**src/hdl/smd_pkg.sv**
```systemverilog
// ----------------------------------------------------------------------------
// smd_pkg
// Shared types and constants for the serial message deframer.
// ----------------------------------------------------------------------------
package smd_pkg;

    // Byte values with a fixed meaning on the link
    localparam logic [7:0] FRAME_END     = 8'hFF;
    localparam logic [7:0] CSUM_CLAMP    = 8'hFE;
    localparam logic [7:0] VERSION_RESET = 8'h30;   // ASCII zero

    // Frame layout: version, two name bytes, length, payload, checksum
    localparam int POS_VERSION  = 0;
    localparam int POS_NAME0    = 1;
    localparam int POS_NAME1    = 2;
    localparam int POS_LENGTH   = 3;
    localparam int HDR_BYTES    = 4;   // first payload byte
    localparam int LEN_OVERHEAD = 5;   // stored bytes that are not payload
    localparam int HI_SHIFT     = 7;   // high byte weight in a value

    // APB register map
    localparam int         APB_ADDR_W  = 3;
    localparam int         APB_DATA_W  = 32;
    localparam logic [0:0] REG_VERSION = 1'b0;

    typedef enum logic [2:0] {
        ST_GOOD        = 3'd0,
        ST_BAD_VERSION = 3'd1,
        ST_BAD_CSUM    = 3'd2,
        ST_BAD_LENGTH  = 3'd3,
        ST_OVERFLOW    = 3'd4
    } frame_status_t;

    typedef struct packed {
        logic [2:0]  frame_status;
        logic [7:0]  name_first;
        logic [7:0]  name_second;
        logic [14:0] decoded_value;
        logic [4:0]  value_index;
        logic        has_value;
        logic        last;
    } result_t;

    // Controller to datapath
    typedef struct packed {
        logic take_byte;   // non-terminator byte accepted
        logic frame_end;   // terminator accepted
        logic rd_issue;    // read the current value pair from the store
        logic load_pair;   // move the read pair into the output register
        logic next_pair;   // step to the following pair
    } dp_cmd_t;

    // Datapath to controller
    typedef struct packed {
        logic is_term;     // byte on the input is a terminator
        logic multi;       // frame is good and carries at least one pair
        logic last_pair;   // current pair is the final one
        logic out_free;    // output register can take a result this cycle
    } dp_status_t;

endpackage

```
**src/hdl/smd_byte_if.sv**
```systemverilog
// ----------------------------------------------------------------------------
// smd_byte_if
// Valid/ready channel carrying one received serial byte per transaction.
// ----------------------------------------------------------------------------
interface smd_byte_if;
    logic       valid;
    logic       ready;
    logic [7:0] rx_byte;

    modport source (output valid, output rx_byte, input ready);
    modport sink   (input valid, input rx_byte, output ready);
endinterface

```
**src/hdl/smd_result_if.sv**
```systemverilog
// ----------------------------------------------------------------------------
// smd_result_if
// Valid/ready channel carrying one decoded frame result per transaction.
// ----------------------------------------------------------------------------
interface smd_result_if;
    logic        valid;
    logic        ready;
    logic [2:0]  frame_status;
    logic [7:0]  name_first;
    logic [7:0]  name_second;
    logic [14:0] decoded_value;
    logic [4:0]  value_index;
    logic        has_value;
    logic        last;

    modport source (output valid, output frame_status, output name_first,
                    output name_second, output decoded_value, output value_index,
                    output has_value, output last, input ready);
    modport sink   (input valid, input frame_status, input name_first,
                    input name_second, input decoded_value, input value_index,
                    input has_value, input last, output ready);
endinterface

```
**src/hdl/smd_datapath.sv**
```systemverilog
// ----------------------------------------------------------------------------
// smd_datapath
// Frame store, running checksum, header capture, frame checks, value pair
// read-out and the output register.
// ----------------------------------------------------------------------------
module smd_datapath
    import smd_pkg::*;
#(
    parameter int BUFFER_BYTES = 64
) (
    input  logic       clk,
    input  logic       rst_n,
    input  logic [7:0] rx_byte,
    input  logic [7:0] version_cfg,
    input  dp_cmd_t    cmd,
    output dp_status_t status,
    output result_t    result,
    output logic       result_valid,
    input  logic       result_ready
);

    localparam int             CW        = $clog2(BUFFER_BYTES);
    localparam int             PW        = CW - 1;
    localparam logic [CW-1:0]  LAST_SLOT = CW'(BUFFER_BYTES - 1);

    logic [7:0]    mem [BUFFER_BYTES];

    logic [CW-1:0] byte_count_reg, byte_count_next;
    logic [7:0]    xor_reg, xor_next;
    logic          ovf_reg, ovf_next;
    logic [7:0]    version_reg, name0_reg, name1_reg, len_reg, last_byte_reg;
    logic [PW-1:0] pair_idx_reg, pair_idx_next;
    logic [PW-1:0] pairs_reg, pairs_next;
    logic [7:0]    lo_data_reg, hi_data_reg;
    result_t       result_reg, result_next;
    logic          result_valid_reg, result_valid_next;

    logic          can_store, do_store;
    logic          short_frame, csum_bad, len_bad, frame_good, no_pairs;
    logic [7:0]    sum, sum_clamped;
    logic [CW-1:0] len_expect;
    logic [6:0]    pairs_all;
    frame_status_t frame_status;
    logic [CW-1:0] addr_lo, addr_hi;
    logic          single_load;
    logic          out_free;

    // ---------------- byte capture ----------------
    assign can_store = !ovf_reg && (byte_count_reg < LAST_SLOT);
    assign do_store  = cmd.take_byte && can_store;

    always_comb
    begin
        byte_count_next = byte_count_reg;
        xor_next        = xor_reg;
        ovf_next        = ovf_reg;
        if (cmd.frame_end)
        begin
            byte_count_next = '0;
            xor_next        = '0;
            ovf_next        = 1'b0;
        end
        else if (do_store)
        begin
            byte_count_next = byte_count_reg + 1'b1;
            xor_next        = xor_reg ^ rx_byte;
        end
        else if (cmd.take_byte)
        begin
            ovf_next = 1'b1;
        end
    end

    always_ff @(posedge clk)
    begin
        if (do_store)
        begin
            mem[byte_count_reg] <= rx_byte;
            last_byte_reg       <= rx_byte;
            if (byte_count_reg == CW'(POS_VERSION)) version_reg <= rx_byte;
            if (byte_count_reg == CW'(POS_NAME0))   name0_reg   <= rx_byte;
            if (byte_count_reg == CW'(POS_NAME1))   name1_reg   <= rx_byte;
            if (byte_count_reg == CW'(POS_LENGTH))  len_reg     <= rx_byte;
        end
        if (cmd.rd_issue)
        begin
            lo_data_reg <= mem[addr_lo];
            hi_data_reg <= mem[addr_hi];
        end
        result_reg <= result_next;
    end

    // ---------------- frame checks at the terminator ----------------
    assign short_frame = byte_count_reg < CW'(LEN_OVERHEAD);
    assign sum         = xor_reg ^ last_byte_reg;   // checksum byte taken out
    assign sum_clamped = (sum == FRAME_END) ? CSUM_CLAMP : sum;
    assign csum_bad    = sum_clamped != last_byte_reg;
    assign len_expect  = byte_count_reg - CW'(LEN_OVERHEAD);
    assign len_bad     = {1'b0, len_reg} != 9'(len_expect);
    assign pairs_all   = len_reg[7:1];
    assign no_pairs    = pairs_all == '0;

    always_comb
    begin
        if (ovf_reg)                         frame_status = ST_OVERFLOW;
        else if (short_frame)                frame_status = ST_BAD_LENGTH;
        else if (version_reg != version_cfg) frame_status = ST_BAD_VERSION;
        else if (csum_bad)                   frame_status = ST_BAD_CSUM;
        else if (len_bad)                    frame_status = ST_BAD_LENGTH;
        else                                 frame_status = ST_GOOD;
    end

    assign frame_good = frame_status == ST_GOOD;

    // ---------------- pair sequencing ----------------
    always_comb
    begin
        pair_idx_next = pair_idx_reg;
        pairs_next    = pairs_reg;
        if (cmd.frame_end)
        begin
            pair_idx_next = '0;
            pairs_next    = pairs_all[PW-1:0];
        end
        else if (cmd.next_pair)
        begin
            pair_idx_next = pair_idx_reg + 1'b1;
        end
    end

    assign addr_lo = CW'({pair_idx_reg, 1'b0}) + CW'(HDR_BYTES);
    assign addr_hi = addr_lo + 1'b1;

    // ---------------- output register ----------------
    assign out_free    = !result_valid_reg || result_ready;
    assign single_load = cmd.frame_end && !(frame_good && !no_pairs);

    always_comb
    begin
        result_next       = result_reg;
        result_valid_next = result_valid_reg;
        if (result_ready)
        begin
            result_valid_next = 1'b0;
        end
        if (single_load)
        begin
            // error or empty good frame: one result, names only when good
            result_next.frame_status  = frame_status;
            result_next.name_first    = frame_good ? name0_reg : 8'h00;
            result_next.name_second   = frame_good ? name1_reg : 8'h00;
            result_next.decoded_value = '0;
            result_next.value_index   = '0;
            result_next.has_value     = 1'b0;
            result_next.last          = 1'b1;
            result_valid_next         = 1'b1;
        end
        else if (cmd.load_pair)
        begin
            result_next.frame_status  = ST_GOOD;
            result_next.name_first    = name0_reg;
            result_next.name_second   = name1_reg;
            result_next.decoded_value = {7'b0, lo_data_reg}
                                      + 15'({hi_data_reg, {HI_SHIFT{1'b0}}});
            result_next.value_index   = 5'(pair_idx_reg);
            result_next.has_value     = 1'b1;
            result_next.last          = status.last_pair;
            result_valid_next         = 1'b1;
        end
    end

    always_ff @(posedge clk or negedge rst_n)
    begin
        if (!rst_n)
        begin
            byte_count_reg   <= '0;
            xor_reg          <= '0;
            ovf_reg          <= 1'b0;
            pair_idx_reg     <= '0;
            pairs_reg        <= '0;
            result_valid_reg <= 1'b0;
        end
        else
        begin
            byte_count_reg   <= byte_count_next;
            xor_reg          <= xor_next;
            ovf_reg          <= ovf_next;
            pair_idx_reg     <= pair_idx_next;
            pairs_reg        <= pairs_next;
            result_valid_reg <= result_valid_next;
        end
    end

    assign status.is_term   = rx_byte == FRAME_END;
    assign status.multi     = frame_good && !no_pairs;
    assign status.last_pair = ({1'b0, pair_idx_reg} + 1'b1) == {1'b0, pairs_reg};
    assign status.out_free  = out_free;

    assign result       = result_reg;
    assign result_valid = result_valid_reg;

    // ---------------- assertions ----------------
    a_count_bound: assert property (@(posedge clk) disable iff (!rst_n)
        byte_count_reg <= LAST_SLOT)
        else $error("frame store count beyond last slot");

    a_frame_clear: assert property (@(posedge clk) disable iff (!rst_n)
        cmd.frame_end |=> (byte_count_reg == '0) && (xor_reg == '0) && !ovf_reg)
        else $error("frame state not cleared after terminator");

    a_no_overwrite: assert property (@(posedge clk) disable iff (!rst_n)
        (single_load || cmd.load_pair) |-> out_free)
        else $error("result register overwritten before transfer");

    a_pair_range: assert property (@(posedge clk) disable iff (!rst_n)
        cmd.rd_issue |-> ({1'b0, pair_idx_reg} < {1'b0, pairs_reg}))
        else $error("value pair read beyond payload");

endmodule

```
**src/hdl/smd_ctrl.sv**
```systemverilog
// ----------------------------------------------------------------------------
// smd_ctrl
// Sequencer: takes bytes, then walks the value pairs of a good frame.
// ----------------------------------------------------------------------------
module smd_ctrl
    import smd_pkg::*;
(
    input  logic       clk,
    input  logic       rst_n,
    input  logic       in_valid,
    output logic       in_ready,
    output dp_cmd_t    cmd,
    input  dp_status_t status
);

    typedef enum logic [1:0] {
        S_ACCEPT,
        S_READ,
        S_LOAD
    } state_t;

    state_t state_reg, state_next;
    logic   accept;

    assign in_ready = (state_reg == S_ACCEPT) && status.out_free;
    assign accept   = in_valid && in_ready;

    always_comb
    begin
        cmd.take_byte = accept && !status.is_term;
        cmd.frame_end = accept && status.is_term;
        cmd.rd_issue  = state_reg == S_READ;
        cmd.load_pair = (state_reg == S_LOAD) && status.out_free;
        cmd.next_pair = cmd.load_pair && !status.last_pair;
    end

    always_comb
    begin
        state_next = state_reg;
        case (state_reg)
            S_ACCEPT:
            begin
                if (cmd.frame_end && status.multi)
                    state_next = S_READ;
            end
            S_READ:
            begin
                state_next = S_LOAD;
            end
            S_LOAD:
            begin
                if (status.out_free)
                    state_next = status.last_pair ? S_ACCEPT : S_READ;
            end
            default:
            begin
                state_next = S_ACCEPT;
            end
        endcase
    end

    always_ff @(posedge clk or negedge rst_n)
    begin
        if (!rst_n)
            state_reg <= S_ACCEPT;
        else
            state_reg <= state_next;
    end

endmodule

```
**src/hdl/serial_message_deframer.sv**
```systemverilog
// ----------------------------------------------------------------------------
// serial_message_deframer
// Buffers received serial bytes into frames and decodes their value pairs.
// ----------------------------------------------------------------------------
// Bytes enter on in_ch, one per transaction, while the block is collecting
// a frame. A 255 byte ends the frame; the frame is then checked (version,
// checksum, payload length) and results leave on out_ch. A failed, short,
// overflowed or empty frame gives one result, loaded into the output
// register in the terminator's own cycle. A good frame with N value pairs
// gives N results, each in turn: the low and high byte are first read from
// the frame store's two read ports into registers, then the decoded value
// is loaded into the output register once that register is free.
// Input is held off from the terminator until the last value of the frame
// sits in the output register, and whenever that register holds a result
// that out_ch is not taking. The frame store holds BUFFER_BYTES-1 bytes;
// further bytes are dropped and the frame reports overflow. The store needs
// no clearing after reset. The expected version register sits at APB byte
// address 0.
// ----------------------------------------------------------------------------
module serial_message_deframer
    import smd_pkg::*;
#(
    parameter int BUFFER_BYTES = 64
) (
    input  logic                  clk,
    input  logic                  rst_n,
    smd_byte_if.sink              in_ch,
    smd_result_if.source          out_ch,
    input  logic                  psel,
    input  logic                  penable,
    input  logic                  pwrite,
    input  logic [APB_ADDR_W-1:0] paddr,
    input  logic [APB_DATA_W-1:0] pwdata,
    output logic [APB_DATA_W-1:0] prdata,
    output logic                  pready
);

    logic [7:0] version_reg, version_next;
    logic       reg_sel;
    logic       cfg_write;
    dp_cmd_t    cmd;
    dp_status_t status;
    result_t    result;

    // ---------------- configuration ----------------
    // Register index is the address bit above the word offset.
    assign reg_sel   = paddr[APB_ADDR_W-1];
    assign cfg_write = psel && penable && pwrite && pready;
    assign pready    = 1'b1;

    always_comb
    begin
        version_next = version_reg;
        if (cfg_write && (reg_sel == REG_VERSION))
            version_next = pwdata[7:0];
    end

    always_ff @(posedge clk or negedge rst_n)
    begin
        if (!rst_n)
            version_reg <= VERSION_RESET;
        else
            version_reg <= version_next;
    end

    assign prdata = (reg_sel == REG_VERSION) ? APB_DATA_W'(version_reg) : '0;

    // ---------------- controller ----------------
    smd_ctrl u_ctrl (
        .clk      (clk),
        .rst_n    (rst_n),
        .in_valid (in_ch.valid),
        .in_ready (in_ch.ready),
        .cmd      (cmd),
        .status   (status)
    );

    // ---------------- datapath ----------------
    smd_datapath #(
        .BUFFER_BYTES (BUFFER_BYTES)
    ) u_datapath (
        .clk              (clk),
        .rst_n            (rst_n),
        .rx_byte          (in_ch.rx_byte),
        .version_cfg      (version_reg),
        .cmd              (cmd),
        .status           (status),
        .result           (result),
        .result_valid     (out_ch.valid),
        .result_ready     (out_ch.ready)
    );

    // ---------------- result channel ----------------
    assign out_ch.frame_status  = result.frame_status;
    assign out_ch.name_first    = result.name_first;
    assign out_ch.name_second   = result.name_second;
    assign out_ch.decoded_value = result.decoded_value;
    assign out_ch.value_index   = result.value_index;
    assign out_ch.has_value     = result.has_value;
    assign out_ch.last          = result.last;

endmodule

```
**src/flat_wrapper.sv**
```systemverilog
// flat-port wrapper written by rule: the top's interface ports become plain ports
module serial_message_deframer_flat import smd_pkg::*;
#(
    parameter int BUFFER_BYTES = 64
)
  (clk, rst_n, psel, penable, pwrite, paddr, pwdata, prdata, pready, in_ch_valid, in_ch_rx_byte, in_ch_ready, out_ch_valid, out_ch_frame_status, out_ch_name_first, out_ch_name_second, out_ch_decoded_value, out_ch_value_index, out_ch_has_value, out_ch_last, out_ch_ready);
  smd_byte_if in_ch_i ();
  smd_result_if out_ch_i ();
  input  logic clk;
  input  logic rst_n;
  input  logic psel;
  input  logic penable;
  input  logic pwrite;
  input  logic [APB_ADDR_W-1:0] paddr;
  input  logic [APB_DATA_W-1:0] pwdata;
  output logic [APB_DATA_W-1:0] prdata;
  output logic pready;
  input wire logic [$bits(in_ch_i.valid)-1:0] in_ch_valid;
  input wire logic [$bits(in_ch_i.rx_byte)-1:0] in_ch_rx_byte;
  output wire logic [$bits(in_ch_i.ready)-1:0] in_ch_ready;
  output wire logic [$bits(out_ch_i.valid)-1:0] out_ch_valid;
  output wire logic [$bits(out_ch_i.frame_status)-1:0] out_ch_frame_status;
  output wire logic [$bits(out_ch_i.name_first)-1:0] out_ch_name_first;
  output wire logic [$bits(out_ch_i.name_second)-1:0] out_ch_name_second;
  output wire logic [$bits(out_ch_i.decoded_value)-1:0] out_ch_decoded_value;
  output wire logic [$bits(out_ch_i.value_index)-1:0] out_ch_value_index;
  output wire logic [$bits(out_ch_i.has_value)-1:0] out_ch_has_value;
  output wire logic [$bits(out_ch_i.last)-1:0] out_ch_last;
  input wire logic [$bits(out_ch_i.ready)-1:0] out_ch_ready;
  assign in_ch_i.valid = in_ch_valid;
  assign in_ch_i.rx_byte = in_ch_rx_byte;
  assign in_ch_ready = in_ch_i.ready;
  assign out_ch_valid = out_ch_i.valid;
  assign out_ch_frame_status = out_ch_i.frame_status;
  assign out_ch_name_first = out_ch_i.name_first;
  assign out_ch_name_second = out_ch_i.name_second;
  assign out_ch_decoded_value = out_ch_i.decoded_value;
  assign out_ch_value_index = out_ch_i.value_index;
  assign out_ch_has_value = out_ch_i.has_value;
  assign out_ch_last = out_ch_i.last;
  assign out_ch_i.ready = out_ch_ready;
  serial_message_deframer #(.BUFFER_BYTES(BUFFER_BYTES)) u_core (.clk(clk), .rst_n(rst_n), .in_ch(in_ch_i), .out_ch(out_ch_i), .psel(psel), .penable(penable), .pwrite(pwrite), .paddr(paddr), .pwdata(pwdata), .prdata(prdata), .pready(pready));
endmodule
```
**config.mk**
```make
export PLATFORM = sky130hd
export DESIGN_NAME = serial_message_deframer_flat
export DESIGN_NICKNAME = d
export VERILOG_FILES = /design/src/hdl/smd_pkg.sv /design/src/hdl/smd_byte_if.sv /design/src/hdl/smd_result_if.sv /design/src/hdl/smd_datapath.sv /design/src/hdl/smd_ctrl.sv /design/src/hdl/serial_message_deframer.sv /design/src/flat_wrapper.sv
export SDC_FILE = /design/constraint.sdc
export NUM_CORES = 1
export LEC_CHECK = 0
export BUFFER_PORTS_ARGS = -buffer_cell sky130_fd_sc_hd__buf_2
export CAP_MARGIN = 30
export CORE_UTILIZATION = 61
export CTS_CLUSTER_SIZE = 8
export DETAILED_ROUTE_END_ITERATION = 6
export PLACE_DENSITY = 0.82
export SLEW_MARGIN = 20
export SYNTH_ARGS = -nofsm -noshare
export SYNTH_HDL_FRONTEND = slang
export SYNTH_SLANG_ARGS = --single-unit
```
**constraint.sdc**
```tcl
create_clock -name clk -period 3.8 [get_ports clk]
set_input_delay 0.57 -clock clk [delete_from_list [all_inputs] [get_ports clk]]
set_output_delay 0.57 -clock clk [all_outputs]
set_load 0.02 [all_outputs]
```
### After elaboration in Yosys (flattened, before gate mapping)

Memories as Yosys holds them, arrays and structs flattened. A register that Yosys moved wholly into a read port is not among the register bits.
Index checks and enable logic that the tools add are counted.

| operators by class | value |
|---|---|
| add/subtract/negate cells | 7 |
| magnitude comparators | 2 |
| eq/ne operators | 14 |
| muxes and demuxes | 29 |
| bitwise gates (word level) | 3 |
| reductions and logical operators | 36 |

Operator list:

| kind | count |
|---|---|
| 41-bit 2-to-1 mux | 2 |
| 8-bit 2-to-1 mux | 6 |
| 8-bit equality test (second input constant) | 2 |
| 8-bit != test | 2 |
| 8-bit bitwise XOR | 2 |
| 8-bit by 15-bit adder with 15-bit output | 1 |
| 1-bit logical AND | 14 |
| 6-bit by 1-bit adder with 6-bit output (second input constant) | 2 |
| 6-bit by 2-bit equality test with 1-bit output (second input constant) | 2 |
| 2-bit 2-to-1 mux | 6 |
| 6-bit 2-to-1 mux | 2 |
| 2-bit AND reduction | 6 |
| 5-bit 2-to-1 mux | 2 |
| 1-bit 2-to-1 mux | 9 |
| 8-bit by 6-bit != test with 1-bit output | 1 |
| 2-bit nonzero test | 4 |
| 7-bit logical NOT | 1 |
| 5-bit by 1-bit adder with 6-bit output (second input constant) | 1 |
| 6-bit by 3-bit adder with 6-bit output (second input constant) | 1 |
| 6-bit by 1-bit equality test with 1-bit output (second input constant) | 1 |
| 6-bit by 5-bit equality test with 1-bit output | 1 |
| 1-bit logical NOT | 6 |
| 6-bit logical NOT | 1 |
| 6-bit by 3-bit less-than comparator with 1-bit output (second input constant) | 1 |
| other kinds (14) | 15 |

| storage, ports and cells | value |
|---|---|
| register bits | 117 |
| RAM bits | 512 |
| bits of input ports | 50 |
| output and inout port bits | 76 |
| word-level logic and storage cells | 112 |
| memories | 1 |

Memories:

| memory | words | bits a word | read ports | clocked after Yosys merged registers in | write ports | RTL line | text |
|---|---|---|---|---|---|---|---|
| u_core.u_datapath.mem | 64 | 8 | 2 | 2 | 1 | smd_datapath.sv:26 | `logic [7:0] mem [BUFFER_BYTES];` |

### Depth between registers and ports, before layout

| depth | value |
|---|---|
| word-level depth | 13 |
| gate-level depth with buffers | 10 |
| mapped depth without buffers | 8 |

### Modules after synthesis

From an unflattened synthesis, not the netlist that was laid out.

| second synthesis, totals | value |
|---|---|
| cell total of the unflattened synthesis | 1365 |
| area total of the unflattened synthesis | 25992.4 sq um |

Modules (own cells, without submodules):

| module | instances | cells each | area an instance (sq um) | seq. area each (sq um) |
|---|---|---|---|---|
| smd_datapath | 1 | 1297 | 25270.5 | 18718.0 |
| serial_message_deframer | 1 | 52 | 581.8 | 202.7 |
| smd_ctrl | 1 | 16 | 140.1 | 50.0 |

### Worst setup path after synthesis

OpenSTA, ideal clock, no wires.

| path | value |
|---|---|
| kind | reg-to-reg |
| start | register u_core.u_datapath.byte_count_reg[0] |
| end | register u_core.u_datapath.result_reg, in the netlist u_core.u_datapath.result[22], enable pin |
| setup time | 421 ps |
| arrival | 2866 ps |
| data required time | 3379 ps |
| path slack | 513 ps |
| cell stages (with the launch flop) | 10 |
| buffers on the path | 1 |
| period minus slack after synthesis | 3287 ps |
| cell sequence | dfrtp_1 > buf_4 > inv_1 > ha_1 > xnor2_1 > or4_4 > nor4_4 > o211ai_1 > nor4_1 > o21ai_0 |

| between the ends | value |
|---|---|
| longest elaborated chain between the ends | 12 |
| elaborated cells between the ends (all ways) | 13 |
| those cells by class | add/sub (1); order compare (1); eq/ne (1); mux (5); reduce/logical (5) |

Ends and longest elaborated chain:

| item | RTL line | text |
|---|---|---|
| start, declared | smd_datapath.sv:28 | `logic [CW-1:0] byte_count_reg, byte_count_next;` |
| start signal, assigned | smd_datapath.sv:185 | `byte_count_reg <= byte_count_next;` |
| 6-bit by 3-bit subtractor with 6-bit output | smd_datapath.sv:98 | `assign len_expect = byte_count_reg - CW'(LEN_OVERHEAD);` |
| 8-bit by 6-bit != test with 1-bit output | smd_datapath.sv:99 | `assign len_bad = {1'b0, len_reg} != 9'(len_expect);` |
| 2-bit 2-to-1 mux | smd_datapath.sv:109 | `else if (len_bad) frame_status = ST_BAD_LENGTH;` |
| 2-bit 2-to-1 mux | smd_datapath.sv:108 | `else if (csum_bad) frame_status = ST_BAD_CSUM;` |
| 2-bit 2-to-1 mux | smd_datapath.sv:107 | `else if (version_reg != version_cfg) frame_status = ST_BAD_VERSION;` |
| 2-bit 2-to-1 mux (*) | smd_datapath.sv:106 | `else if (short_frame) frame_status = ST_BAD_LENGTH;` |
| 3-bit 2-to-1 mux (*) | smd_datapath.sv:105 | `if (ovf_reg) frame_status = ST_OVERFLOW;` |
| 3-bit logical NOT (*) | smd_datapath.sv:113 | `assign frame_good = frame_status == ST_GOOD;` |
| 1-bit logical AND (*) | smd_datapath.sv:136 | `assign single_load = cmd.frame_end && !(frame_good && !no_pairs);` |
| 1-bit logical NOT (*) | smd_datapath.sv:136 |  |
| 1-bit logical AND (*) | smd_datapath.sv:136 |  |
| 2-bit nonzero test (no source line) (*) | n/a |  |
| end signal, assigned | smd_datapath.sv:90 | `result_reg <= result_next;` |
| end, declared | smd_datapath.sv:35 | `result_t result_reg, result_next;` |

Mark *: on every way between the ends. The rest lies on a longest branch, timed or not.
A chain may end at the register's enable or synchronous reset.

### Final worst setup path

| path | value |
|---|---|
| start | register u_core.u_datapath.result_valid_reg (netlist: u_core.u_datapath.result_valid) |
| end | memory u_core.u_datapath.mem[43][0], enable pin |

| between the ends | value |
|---|---|
| longest elaborated chain between the ends | 8 |

Ends and longest elaborated chain:

| item | RTL line | text |
|---|---|---|
| start, declared | smd_datapath.sv:36 | `logic result_valid_reg, result_valid_next;` |
| start signal, assigned | smd_datapath.sv:190 | `result_valid_reg <= result_valid_next;` |
| 1-bit logical NOT | smd_datapath.sv:135 | `assign out_free = !result_valid_reg \|\| result_ready;` |
| 1-bit logical OR | smd_datapath.sv:135 |  |
| 1-bit logical AND | smd_ctrl.sv:25 | `assign in_ready = (state_reg == S_ACCEPT) && status.out_free;` |
| 1-bit logical AND | smd_ctrl.sv:26 | `assign accept = in_valid && in_ready;` |
| 1-bit logical AND | smd_ctrl.sv:30 | `cmd.take_byte = accept && !status.is_term;` |
| 1-bit logical AND | smd_datapath.sv:50 | `assign do_store = cmd.take_byte && can_store;` |
| 1-bit 2-to-1 mux | smd_datapath.sv:76 | `if (do_store)` |
| 1-bit 2-to-1 mux (implied by the code) | smd_datapath.sv:78 | `mem[byte_count_reg] <= rx_byte;` |
| end, declared | smd_datapath.sv:26 |  |

No other way between the ends.

==> impl_metrics.py <==
metrics = {
    "cts": {
        "tritoncts": "yes",
        "clk_latency_ns": 0.62,
        "ctsResizeCount": 0,
        "htreeDepth": 3,
        "cts_setup_buffers": 0,
        "cts.clk_slew.worst_paths_ns": 0.05,
        "cts_buffer_depth": 3,
        "cts_root_buffer": "clkbuf_16",
        "cts-buffers-inserted": 90,
        "clkSinkCount": 645,
    },
    "worst_setup_path": {
        "crit_chain": "nor2b_1 -> nor4b_1 -> buf_4 -> nor4b_2 -> nor2b_1 -> nand3_1 -> nor2_1",
        "slowest_stage": "nor2_1",
        "cp-start-kind": "flip-flop",
        "max_stage_delay_ns": 0.82,
        "crit_path_end_kind": "flip-flop",
        "crit_type": "flip-flop to flip-flop",
        "reg2reg_setup_slack_ns": 0.17,
        "critPathRequiredTime_ns": 4.03,
        "crit_top_cell": "nor2b_1",
        "critical_path.max_fanout": 8,
        "arrival_ns": 3.86,
    },
    "logic_synthesis": {
        "synth_flop_cell": "edfxtp_1",
        "synth.cell_area_um2": 25400,
        "synth_compound_area_share_pct": 1.16,
        "synth_cell_type_count": 50,
        "ys_seq_area_share_pct": 74.7,
        "synth_top_family_by_area": "multiplexers",
        "avgSynthCellArea_um2": 19.8,
        "synth_xor_area_share_pct": 1.79,
        "synth_edf_count": 587,
        "synthAdderAreaFrac_pct": 0.394,
        "ys_ff_latch": 645,
        "synth_mux_area_share_pct": 15.4,
        "yosys_warnings": 0,
        "yosys.area_share.simple_pct": 4.67,
        "synthCells": 1279,
        "ys_async_sr_fraction_pct": 5.58,
    },
    "die": {
        "std_cell_rows": 74,
        "start_util_pct": 62.0,
        "core-area_um2": 40900,
        "die_w_um": 206,
        "pin_count": 126,
        "die_h_um": 206,
        "dieArea_um2": 42400,
    },
    "global_route": {
        "grt_usage_pct": 28.9,
        "grt_max_degree": 71,
        "grt_use_met3_pct": 5.36,
        "grt_pass1_vias": 13500,
        "use_met1_pct": 39.7,
        "gr-max-usage-layer": "met2",
        "met2_usage_pct": 46.6,
        "grt_pass1_wl_um": 87300,
        "antenna_found_initial": 0,
        "grt-ovfl-total": 0,
    },
    "sta": {
        "clock.fmax_ghz": 0.276,
        "setup_viol": 0,
        "rsz0062_at_grt": "false",
        "period_minus_slack_ns": 3.63,
        "fin_tns_setup_ns": 0,
        "finalMaxSlewViolations": 0,
        "finalHoldViolations": 0,
        "tightest_slew_ns": 0.870,
        "fin_crit_sh_pct": 95.5,
        "clock_skew_ns": 0.0275,
        "hold_slack_ns": 0.196,
        "slew_headroom_pct": 42.0,
    },
    "cells_and_area": {
        "final-seq-area_um2": 19000,
        "drive_above_1_share_pct": 29.5,
        "diodes": 0,
        "most-common-layout-cells": "587 x edfxtp_1, 160 x mux4_2, 95 x nor2_1",
        "largest_reg_flops": 512,
        "nFillCells": 2239,
        "final_common_cell": "edfxtp_1",
        "fin_nets": 1502,
        "area_growth_pct": 15.0,
        "multi_input_comb_area_um2": 6070,
    },
    "power": {
        "power_leakage_nw": 9.50,
        "power_density_nw_per_um2": 551,
        "peakVddDrop_v": 0.000347,
    },
    "hold_path": {
        "min_path_type": "input pin to flip-flop",
    },
    "detailed_routing": {
        "wl_per_cell_um": 29.2,
        "route.detailed.drc": 0,
        "wl_um": 59000,
        "drt_iter0_drc": 1607,
        "drt_pre_antenna_iters": 7,
        "drt-vias-per-instance": 6.57,
        "dr_total_vias": 13300,
        "ant_nets": 0,
    },
    "job": {
        "cap_violations": 0,
    },
    "outcome": {
        "outcome": "finished clean",
    },
    "placed_design": {
        "hpwl_um": 32900,
        "place.gp.congestion": 0.845,
        "port-buffer-count": 74,
    },
}
## power breakdown
group	internal, mW	switching [mW]	total, mW	leakage [nW]
clock	4.39	2.87	7.26	1.21
sequential	7.90	0.172	8.07	5.88
combinational	0.260	0.498	0.757	2.41
## per-stage QoR
step | setup WS, ns | std cells | area (µm²) | util [%] | power, mW
after floorplan | 0.513 | 1302 | 25500 | - | 8.64
after global placement | 0.132 | 1881 | 26600 | 65.1 | 8.89
after detailed placement | 0.0383 | 1881 | 26600 | 65.1 | 8.93
after CTS | 0.172 | 2016 | 29200 | 71.2 | 16.1
after global routing | 0.0246 | 2019 | 29200 | 71.3 | 16.5
final | 0.173 | 2019 | 29200 | 71.3 | 16.1
## cell type report
type                    count  area share [%]
well taps                 532            2.28
flip-flops and latches    645            65.0
clock buffers             129            8.36
inverters                   3          0.0386
clock inverters             6           0.231
multi-input cells         566            20.8
repair buffers            138            3.29
## worst paths after layout
| path | start | cells after the start | endpoint |
|---|---|---|---|
| setup reg to reg | u_core.u_datapath.result_valid | 7 | u_core.u_datapath.mem[43][0] |
| hold / removal | pwdata[4] | 2 | u_core.version_reg[4] |
| min in group asynchronous | rst_n | 2 | u_core.version_reg[3] |
| max in group asynchronous | rst_n | 3 | u_core.u_datapath.pair_idx_reg[0] |
| hold reg to reg | u_core.u_datapath.result[11] | 2 | u_core.u_datapath.result[11] |
| setup / recovery | u_core.u_datapath.result_valid | 7 | u_core.u_datapath.mem[43][0] |
## per-layer routing
metal | share of wire, % | vias up | routed length (µm)
met5 | 0 | - | 0
met4 | 3.5 | 0 | 2080
met3 | 9.2 | 135 | 5400
met2 | 50 | 831 | 29200
met1 | 38 | 6931 | 22300
li1 | - | 5359 | -
## logic make-up (layout without fill, tap and decap cells)
kind of cell	count (synthesis)	after routing
buf+inv	91	276
compound gates	43	43
mux	188	188
simple gates	250	250
other cells	2	25
flops	645	645
fa+ha+maj	8	8
xor+xnor	52	52
## cell usage after synthesis (all sizes together) (12+ instances only)
master	n	share of area, %
a21oi	18	0.35
and2	22	0.54
buf	48	1.2
clkbuf	40	0.59
dfrtp	34	3.4
dfxtp	22	1.7
edfxtp	587	69
mux2	25	1.1
mux4	160	14
nand2	68	1.0
nand3	12	0.24
nor2	95	1.4
nor2b	14	0.35
xnor2	24	0.83
xor2	28	0.97
## critical path, delay by kind of cell, from the launching register on
| kind | cells | cell delay [ns] |
|---|---|---|
| simple gates | 6 | 2.65 |
| flops | 1 | 0.38 |
| buf+inv | 1 | 0.21 |
## what timing repair did
item                                   CTS  global route
setup endpoints to repair                0             0
hold buffers                             0             1
endpoints found under the hold margin    0             5
Note: power is estimated with default switching activity, not from simulation.
